<file path="config.mk">
export PLATFORM = sky130hd
export DESIGN_NAME = ssdp_ram
export DESIGN_NICKNAME = d
export VERILOG_FILES = /design/src/rtl/core/ssdp_ram.sv
export SDC_FILE = /design/constraint.sdc
export NUM_CORES = 1
export LEC_CHECK = 0
export BUFFER_PORTS_ARGS = -buffer_cell sky130_fd_sc_hd__buf_2
export CORE_ASPECT_RATIO = 1.5
export CORE_MARGIN = 2
export CORE_UTILIZATION = 42
export CTS_CLUSTER_SIZE = 16
export DETAILED_ROUTE_END_ITERATION = 8
export HOLD_SLACK_MARGIN = 0.15
export SLEW_MARGIN = 20
export SYNTH_ARGS = -nofsm -noshare
export SYNTH_HDL_FRONTEND = slang
export SYNTH_SLANG_ARGS = --single-unit
</file>
<file path="constraint.sdc">
create_clock -name clk -period 3.6 [get_ports clk]
set_clock_uncertainty 0.2 [all_clocks]
set_input_delay 0.72 -clock clk [delete_from_list [all_inputs] [get_ports clk]]
set_output_delay 0.72 -clock clk [all_outputs]
set_load 0.01 [all_outputs]
</file>
<file path="src/rtl/core/ssdp_ram.sv">
// Generic simple dual-port RAM, one write port, one registered read port.
module ssdp_ram #(
  parameter int WIDTH = 8,
  parameter int DEPTH = 16
) (
  input  logic                     clk,
  input  logic                     we,
  input  logic [$clog2(DEPTH)-1:0] waddr,
  input  logic [WIDTH-1:0]         wdata,
  input  logic [$clog2(DEPTH)-1:0] raddr,
  output logic [WIDTH-1:0]         rdata
);

  logic [WIDTH-1:0] mem [DEPTH];
  logic [WIDTH-1:0] rdata_r;

  always_ff @(posedge clk) begin
    if (we) begin
      mem[waddr] <= wdata;
    end
    rdata_r <= mem[raddr];
  end

  assign rdata = rdata_r;

endmodule

</file>
* Word level (Yosys, flattened, before mapping) *
Memory sizes are Yosys's and may differ from the RTL's. A register that Yosys moved wholly into a read port is not among the register bits.
Cells that the tools add are included.
Widths: inputs -> output; s select.

word-level totals
  register bits = 0
  bits in latches = 0
  RAM bits = 128
  ROM bits = 0
  input port bits = 18
  output and inout port bits = 8
  logic and storage cells = 3
  memories = 1

operators by class
  add/subtract/negate cells = 0
  multipliers = 0
  div/mod/pow operators = 0
  magnitude comparators = 0
  equality and inequality tests = 0
  shifts and indexed selects = 0
  mux-type cells = 2
  bitwise logic cells = 0
  reductions and logical operators = 0

memory list
  memory  depth  bits a word  read ports  clocked after Yosys merged registers in  write ports  line  source
  mem     16     8            1           1                                        1            14    logic [WIDTH-1:0] mem [DEPTH];

operators with widths
  cell    count
  $mux 1  2

* Depth between registers and ports, before layout *
Gate-level depths: netlist of run 1.

  depth after elaboration = 2
  gate-level depth with buffers = 5
  mapped depth without buffers = 3

* Worst setup path before layout of run 1 *
OpenSTA, ideal clock, no wires.

  path type = in2reg
  start point = input port waddr[2]
  end point = memory mem[0][0], enable pin
  setup time = 0.383 ns
  arrival = 1.830 ns
  data required time = 3.017 ns
  setup slack = 1.187 ns
  stages on the path = 2
  buffers on the path = 0
  cells stage by stage = or3b_2 > nor3_1

RTL lines
  what                line  source
  start: declaration  8     input logic [$clog2(DEPTH)-1:0] waddr,
  end: declaration    14

Straight into the memory's write port.

==> results.md, run 1 <==
- Worst setup margin: roughly 1.4 ns
- Row cnt: 49
- Final nets: between 200 and 300
- WL/cell: 22.59 microns
- Setup violations, final: 0
- First-pass GRT wire length: between 15 and 20 mm
- Die Y: about 140 microns
- Largest area contributor in the netlist: edfxtp_1
- Core area: between 0.01 and 0.015 sq mm
- Top-area cell type share of the netlist area: 74.67%
- GRT Total Usage: between 10% and 20%
- Worst Hold Margin: about 0.47 ns
- Critical Path Fanout Max: 17
- CP Class: input port to flop
- IO Pins: 26
- Routed Antenna Nets: 0
- Max VDD drop: 0.3194 mV
- CP peak stage delay: roughly 0.58 ns
- Die ar.: 0.01318 sq mm
- Slew @ Worst Pin: around 0.93 ns
- Drt total wl: between 9 and 10 mm
- Critical path arrival: roughly 2.3 ns
- Setup slack, reg-to-reg: 2.03 ns
- RSZ-0062 raised after global routing: no
- Hold crit path type: flop to flop
- Dpl hpwl: between 6 and 7 mm
- CTS tree: done
- H-tree levels: 4
- Status: complete, no violations
- YS warnings: 0
- Post-Syn Area: slightly above 0.005 sq mm
- Clock Tree Buf Depth: 2
- Fillers: around 950
- Post-synthesis sequential area ratio: about 80%
- Pre-antenna DRT Iters: 4
- Post-DP Area: around 0.0055 sq mm
- Mapped Nets: 247
- PwrDens: roughly 610 mW/mm^2
- Fin area: between 0.006 and 0.007 sq mm
- Cells after synthesis: 229
- Clock-pin slew on the worst setup and hold paths: 0.06 ns
- CTS sink count: 136
- Most common cell after layout, fill and taps aside: edfxtp_1
- Crit path cell chain: buf_2, buf_12, mux4_1, a22oi_1, nand2_1
- Vias/cell: roughly 5.5
- Total Neg Setup Slack: 0 ns
- Root buffer cell: clkbuf_16
- Die W: 94.39 microns
- Hold-fix buffers at CTS: 0
- Hold Violations, Final: 0
- Slew HR: 37.44%
- Setup slack at placement: 0.9614 ns
- Peak Freq: 456.4 MHz
- Critical path required time: between 3 and 4 ns
- Static leakage: ~2 nW
- Register area: roughly 0.004 sq mm
- DRC: 0
- Most frequent cells in the layout: 128 x edfxtp_1, 25 x buf_2, 18 x mux4_2
- Synthesized flop and latch total: roughly 140
- Crit end category: flop
- Proportion of layout cells with a drive suffix above 1: approximately 30%
- Antenna diode count: 0
- Largest net degree at the start of global routing: 33
- Critical-path top delay cell: mux4_1
- DR vias: 2394
- Post CTS Setup Buffer Count: 0
- Final count of pins violating max slew: 0
- Syn avg cell area: 22.48 sq um
- Vias in the first global route: ~2600
- Worst Setup Start Kind: input port
- Cts repair resizes: 0
- Iter 0 DRT Violations: around 210
- Main area contributors after synthesis: edfxtp_1 75%, mux4_2 7.9%, mux4_1 7.1%
- Initial antenna violation count: 0
- Max cap viols: 0
- Area grow syn2layout: 18.11%
- CTS Buf Count: 17
- Worst skew pair latency: ~0.41 ns
- Congestion Overflow GR: 0
- Area of the multi-input gates: about 0.0011 sq mm
- Final min period: between 2 and 2.5 ns
- Fin crit share: between 60% and 70%
- Buffers on Ports: 25
- GP Congestion: about 0.8
- Initial Util: 43.06%
- Yosys cell types: 19
==> final timing paths <==
check	startpoint	to	cells past startpoint
min	mem[14][3]$_DFFE_PP_	rdata[3]$_DFF_P_	3
max reg2reg	mem[3][4]$_DFFE_PP_	rdata[4]$_DFF_P_	3
min reg2reg	mem[14][3]$_DFFE_PP_	rdata[3]$_DFF_P_	3
max	raddr[0]	rdata[2]$_DFF_P_	5
==> registers in the layout, indices dropped and copies added, names as in the netlist <==
| signal | count |
|---|---|
| mem | 128 |
| rdata | 8 |
==> critical path, delay by kind of cell <==
family                 cells  cell delay [ns]
buffers and inverters      2             0.68
muxes                      1             0.58
and+or+nand+nor            1             0.08
AOI/OAI and AO/OA          1             0.22
==> layer usage <==
layer	global-route usage, %	part of all wire, %
met5	0	0
met4	6.789	1.4
met3	4.169	3.4
met2	29.21	56
met1	19.60	40
==> power by group <==
part           switching (mW)  internal (mW)
clock network           0.616           1.14
logic                  0.0951         0.0672
registers             0.00925           1.77
==> through the flow <==
stage | utilization, % | cells | total power [mW]
2_1_floorplan | - | 229 | 1.906
3_3_place_gp | 45.71 | 407 | 1.975
3_5_place_dp | 45.71 | 407 | 1.980
4_1_cts | 50.85 | 439 | 3.726
5_1_grt | 50.85 | 439 | 3.818
6_report | 50.85 | 439 | 3.699
==> synthesized netlist by cell type <==
master,number
dfxtp_1,8
clkdlybuf4s25_2,3
nand3_1,1
buf_6,3
mux4_1,14
and2_1,1
nor3_1,4
nand2b_1,2
and2b_1,1
nor2b_1,1
a22oi_1,16
buf_4,1
or3b_2,1
buf_2,3
nor2_1,13
mux4_2,18
nand2_1,9
nand3b_1,2
edfxtp_1,128
==> final cells by class <==
| type | count | share of cell area [%] |
|---|---|---|
| repair buffers | 35 | 3.499 |
| well taps | 153 | 3.149 |
| clock buffers | 20 | 7.676 |
| multi-input cells | 83 | 17.39 |
| flip-flops and latches | 136 | 65.86 |
| clock inverters | 12 | 2.428 |
==> cells by family (layout without fill, tap and decap cells) <==
logic type | after synthesis | in the layout | share of synthesized area (%)
compound gates | 16 | 16 | 2.334
flops | 136 | 136 | 77.78
simple gates | 35 | 35 | 3.184
mux | 32 | 32 | 15.02
buf+inv | 10 | 67 | 1.677
No activity file was read; power rests on OpenSTA's default activity.
==> run 2: changes to the inputs <==
==> constraint.sdc (replaced) <==
create_clock -name clk -period 1.85 [get_ports clk]
set_clock_uncertainty 0.2 [all_clocks]
set_input_delay 0.37 -clock clk [delete_from_list [all_inputs] [get_ports clk]]
set_output_delay 0.37 -clock clk [all_outputs]
set_load 0.01 [all_outputs]
==> run 2 against run 1 <==
Global-route usage grew 0.31 points. Non-clock buffer count grew 24. Clock-buffer cell count shrank 2. First-iteration DRC count shrank 40%. Via count grew 3.0%. Critical path depth is the same. Clock power grew 85%. Die area is the same. Highest routed layer unchanged.
==> results.md, run 2 (synthesis gave the netlist of run 1 again) <==
- Proportion of layout cells with a drive suffix above 1: 33.87% (+3.8 points)
- Most common cell after layout, fill and taps aside: edfxtp_1
- Clock Tree Buf Depth: 2 (unchanged)
- GRT Total Usage: 17.08% (+0.31 points)
- Clock-pin slew on the worst setup and hold paths: 0.06 ns (about the same)
- Iter 0 DRT Violations: 128 (-40%)
- RSZ-0062 raised after global routing: no
- Hold Violations, Final: 0 (unchanged)
- Largest net degree at the start of global routing: 18 (-45%)
- IO Pins: 26 (unchanged)
- Initial antenna violation count: 0 (unchanged)
- WL/cell: 21.62 microns (-4.3%)
- Worst skew pair latency: 0.41 ns (about the same)
- Max reg flops: 128 (unchanged)
- Routed Antenna Nets: 0 (unchanged)
- Slew @ Worst Pin: 0.7969 ns (-0.1380 ns)
- Fin area: 0.006282 sq mm (+3.3%)
- Worst reg2reg path depth: 3 (unchanged)
- Area of the multi-input gates: 0.001062 sq mm (+0.47%)
- Antenna diode count: 0 (unchanged)
- Static leakage: 2.148 nW (+4.6%)
- Slew HR: 46.68% (+9.2 points)
- H-tree levels: 4 (unchanged)
- Die ar.: 0.01318 sq mm (unchanged)
- Post-DP Area: 0.005650 sq mm (+3.4%)
- Dpl hpwl: 6.642 mm (+2.1%)
- Worst Setup Start Kind: input port
- Critical Path Fanout Max: 17 (unchanged)
- DRC: 0 (unchanged)
- Pre-antenna DRT Iters: 4 (unchanged)
- Peak Freq: approximately 630 MHz
- Fillers: 939 (-1.5%)
- Top reg by flops: mem
- Crit end category: flop
- Vias in the first global route: 2656 (+3.1%)
- First-pass GRT wire length: 15.77 mm (+3.4%)
- CP Class: input port to flop
- Vias/cell: 5.328 (-2.3%)
- CTS tree: done
- Final count of pins violating max slew: 0 (unchanged)
- Status: complete, no violations
- Max cap viols: 0 (unchanged)
- Final nets: 315 (+8.2%)
- Setup violations, final: 0 (unchanged)
- Area grow syn2layout: 22.05%
- Core Util, Final: 52.55% (+1.7 points)
- GP Congestion: 0.8176 (+4.1%)
- Post CTS Setup Buffer Count: 0 (unchanged)
- Most frequent cells in the layout: 128 x edfxtp_1, 25 x buf_2, 25 x buf_4
- Die Y: 139.6 microns (unchanged)
- CTS Buf Count: 17 (unchanged)
- Initial Util: 43.06% (unchanged)
- Final min period: about 1.6 ns
- CTS sink count: 136 (unchanged)
- Row cnt: 49 (unchanged)
- Congestion Overflow GR: 0 (unchanged)
- Drt total wl: 10.01 mm (+0.93%)
- DR vias: 2467 (+3.0%)
- Root buffer cell: clkbuf_16
- PwrDens: 1123 mW/mm^2 (+85%)
- Fin crit share: 86.36%
- Die W: 94.39 microns (unchanged)
- Core area: 0.01196 sq mm (unchanged)
- Critical path arrival: 1.69 ns (-0.60 ns)
- Hold crit path type: input port to flop
- Max VDD drop: 0.5466 mV (+71%)
- Critical path required time: 1.94 ns (-1.76 ns)
- Hold path depth: 1 (-2)
- Buffers on Ports: 25 (unchanged)
- Register area: 0.004004 sq mm (unchanged)
==> run 2: final timing paths <==
| check | startpoint | endpoint | slack [ns] |
|---|---|---|---|
| max reg2reg | mem[5][1]$_DFFE_PP_ | rdata[1]$_DFF_P_ | 0.26 |
| min | wdata[3] | mem[2][3]$_DFFE_PP_ | 0.16 |
| min reg2reg | mem[14][3]$_DFFE_PP_ | rdata[3]$_DFF_P_ | 0.47 |
| max | raddr[0] | rdata[1]$_DFF_P_ | 0.25 |
==> run 2: power breakdown <==
group          internal, mW  switching, mW
sequential             3.45         0.0181
combinational         0.159          0.190
clock                  1.99           1.26
==> run 2: metal layers <==
metal  part of all wire [%]  wire, microns  track usage [%]  up-vias
li1                       -              -                -     1114
met5                      0              0                0        -
met4                    1.8            184            7.094        0
met1                     40           4052            21.33     1269
met3                    3.7            369            4.385       15
met2                     54           5403            28.23       69
==> run 2: area by class of cell <==
| type | instances | share of cell area (%) |
|---|---|---|
| Sequential cell | 136 | 63.73 |
| Multi-Input combinational cell | 83 | 16.91 |
| Timing Repair Buffer | 59 | 7.050 |
| Clock buffer | 18 | 6.831 |
| Tap cell | 153 | 3.047 |
| Clock inverter | 14 | 2.430 |
==> run 2: critical path, stage by stage <==
cell	delay (ns)
buf_2	0.15
buf_12	0.19
mux4_1	0.62
a22oi_1	0.26
nand2_1	0.09
==> run 2: metrics by stage <==
stage | power [mW] | cells | hold WS, ns | setup WS (ns) | setup TNS [ns]
after floorplan | 3.708 | 229 | 0.2689 | 0.01385 | 0
after global placement | 3.870 | 426 | 0.4533 | -0.1828 | -1.846
after detailed placement | 3.876 | 426 | 0.4615 | -0.2031 | -1.833
after CTS | 7.115 | 463 | 0.1529 | 0.2265 | 0
after global routing | 7.287 | 463 | 0.1564 | 0.2032 | 0
final | 7.058 | 463 | 0.1601 | 0.2524 | 0
==> run 2: repair_timing <==
item	4_1_cts	5_1_grt
hold endpoints to repair	44	0
hold buffers	5	0
gates resized for setup	0	0
==> run 3: changes to the inputs <==
--- a/config.mk
+++ b/config.mk
@@ -12,6 +12,7 @@
 export CTS_CLUSTER_SIZE = 16
 export DETAILED_ROUTE_END_ITERATION = 8
 export HOLD_SLACK_MARGIN = 0.15
+export REMOVE_ABC_BUFFERS = 1
 export SLEW_MARGIN = 20
 export SYNTH_ARGS = -nofsm -noshare
 export SYNTH_HDL_FRONTEND = slang
==> run 3 against run 2 <==
First-iteration DRC count up 63%. Highest routed layer unchanged. Critical path depth down 2. Final area up 0.94%. Sequential cell count unchanged.
==> results.md, run 3 (synthesis gave the netlist of run 1 again) <==
- Min-delay src: wdata[4]
- CP Class: flop to flop
- CTS sink count: 136 (unchanged)
- Slew @ Worst Pin: 0.7470 ns (-0.04987 ns)
- Most frequent cells in the layout: 128 x edfxtp_1, 25 x buf_2, 24 x buf_4
- Critical path required time: 1.94 ns (about the same)
- Final min period: 1.534 ns (-0.06373 ns)
- CTS Buf Count: 17 (unchanged)
- Max reg flops: 128 (unchanged)
- Congestion Overflow GR: 0 (unchanged)
- Clock-pin slew on the worst setup and hold paths: 0.06 ns (about the same)
- Die W: 94.39 microns (unchanged)
- Worst reg2reg path depth: 3 (unchanged)
- Iter 0 DRT Violations: 209 (+63%)
- Worst reg2reg path endpoint: rdata[0]$_DFF_P_
- Crit path max-delay family: multiplexers
- Fillers: 954 (+1.6%)
- Cts repair resizes: 0 (unchanged)
- Max VDD drop: 0.5435 mV (-0.56%)
- Die ar.: 0.01318 sq mm (unchanged)
- Top reg by flops: mem
- RSZ-0062 raised after global routing: no
- Area grow syn2layout: 23.19%
- Initial Util: 43.06% (unchanged)
- Fin area: 0.006341 sq mm (+0.94%)
- GP Congestion: 0.7709 (-5.7%)
- Setup slack, reg-to-reg: 0.32 ns (+0.06 ns)
- Hold path depth: 1 (unchanged)
- WHS Endpoint: mem[10][4]$_DFFE_PP_
- DRC: 0 (unchanged)
- H-tree levels: 4 (unchanged)
- Crit path cell chain: mux4_1, a22oi_1, nand2_1
- Worst skew pair latency: 0.41 ns (about the same)
- CP peak stage delay: 0.50 ns (-0.12 ns)
- Routed Antenna Nets: 0 (unchanged)
- Antenna diode count: 0 (unchanged)
- Core Util, Final: 53.04% (+0.49 points)
- Non-Filler Instances: 464 (+0.22%)
- Inst Count DP: 425 (-0.23%)
- Critical-path top delay cell: mux4_1
- First-pass GRT wire length: 15.28 mm (-3.1%)
- WL/cell: 21.19 microns (-2.0%)
- Die Y: 139.6 microns (unchanged)
- Largest net degree at the start of global routing: 18 (unchanged)
- DR vias: 2473 (+0.24%)
- Crit end category: flop
- Proportion of layout cells with a drive suffix above 1: 32.80% (-1.1 points)
- Max cap viols: 0 (unchanged)
- Root buffer cell: clkbuf_16
- Critical Path Fanout Max: 1 (-16)
- Final count of pins violating max slew: 0 (unchanged)
- PwrDens: 1169 mW/mm^2 (+4.1%)
- Buffers on Ports: 25 (unchanged)
- Initial antenna violation count: 0 (unchanged)
- Dpl hpwl: 6.623 mm (-0.28%)
- Hold crit path type: input port to flop
- Vias/cell: 5.330 (about the same)
- IO Pins: 26 (unchanged)
- Pre-antenna DRT Iters: 4 (unchanged)
- Drt total wl: 9.830 mm (-1.8%)
- Hold-fix buffers at CTS: 7 (+2)
- Static leakage: 2.199 nW (+2.4%)
- Slew HR: 50.10% (+3.4 points)
- Status: complete, no violations
- Post-DP Area: 0.005638 sq mm (-0.22%)
- Critical R2R Launch: mem[1][0]$_DFFE_PP_
- CP bufs+invs: 0 (-2)
- CTS tree: done
- Row cnt: 49 (unchanged)
- Hold Violations, Final: 0 (unchanged)
- Peak Freq: 651.9 MHz (+4.2%)
- Worst Setup Start Kind: flop
- Post CTS Setup Buffer Count: 0 (unchanged)
- Vias in the first global route: 2638 (-0.68%)
- Setup violations, final: 0 (unchanged)
- Critical path arrival: 1.62 ns (-0.07 ns)
- Most common cell after layout, fill and taps aside: edfxtp_1
- Clock Tree Buf Depth: 2 (unchanged)
- Core area: 0.01196 sq mm (unchanged)
- Final nets: 316 (+0.32%)
- GRT Total Usage: 16.65% (-0.43 points)
- Fin crit share: 82.91% (-3.4 points)
==> run 3: worst max-delay path by stage <==
stage	cells past startpoint	slack, ns	start	end
after floorplan	2	-0.21	waddr[2]	mem[0][0]$_DFFE_PP_
after global placement	5	-0.12	raddr[0]	rdata[0]$_DFF_P_
after detailed placement	5	-0.10	raddr[0]	rdata[3]$_DFF_P_
after CTS	3	0.32	mem[1][0]$_DFFE_PP_	rdata[0]$_DFF_P_
after global routing	3	0.26	mem[1][3]$_DFFE_PP_	rdata[3]$_DFF_P_
final	3	0.32	mem[1][0]$_DFFE_PP_	rdata[0]$_DFF_P_
==> run 3: final cells by class <==
type,instances,area (sq um),area share (%)
timing repair buffer,60,455.4,7.182
multi-input combinational,83,1057,16.67
clock buffer,18,429.2,6.768
clock inverter,14,203.9,3.216
tap,153,191.4,3.019
sequential,136,4004,63.14
==> run 3: routing by layer <==
| layer | share of wire (%) | GRT usage [%] | up-vias | wire length (microns) |
|---|---|---|---|---|
| li1 | - | - | 1109 | - |
| met1 | 39 | 19.82 | 1295 | 3860 |
| met2 | 55 | 28.23 | 58 | 5448 |
| met3 | 3.5 | 4.710 | 11 | 345 |
| met4 | 1.8 | 6.789 | 0 | 175 |
| met5 | 0 | 0 | - | 0 |
==> run 3: metrics by stage <==
stage / hold slack (ns) / power (mW) / worst slack [ns] / setup TNS (ns)
global route: 0.1595 / 7.637 / 0.2573 / 0
detailed placement: 0.4718 / 3.878 / -0.1036 / -0.8341
CTS: 0.1525 / 7.466 / 0.3154 / 0
floorplan: 0.2689 / 3.671 / -0.2129 / -1.703
finish: 0.1677 / 7.413 / 0.3161 / 0
global placement: 0.4590 / 3.869 / -0.1153 / -0.6567
==> run 3: worst reg2reg max path: cells and delay by family (launching register included) <==
family / cells / cell delay [ns]
AO/OA/AOI/OAI: 1 / 0.26
AND/OR/NAND/NOR: 1 / 0.10
multiplexers: 1 / 0.50
flip-flops: 1 / 0.36
==> run 3: power by group <==
part           total (mW)  internal (mW)  switching, mW
logic               0.353          0.163          0.190
registers            3.46           3.45         0.0165
clock network        3.60           2.38           1.22
total                7.41           5.99           1.43
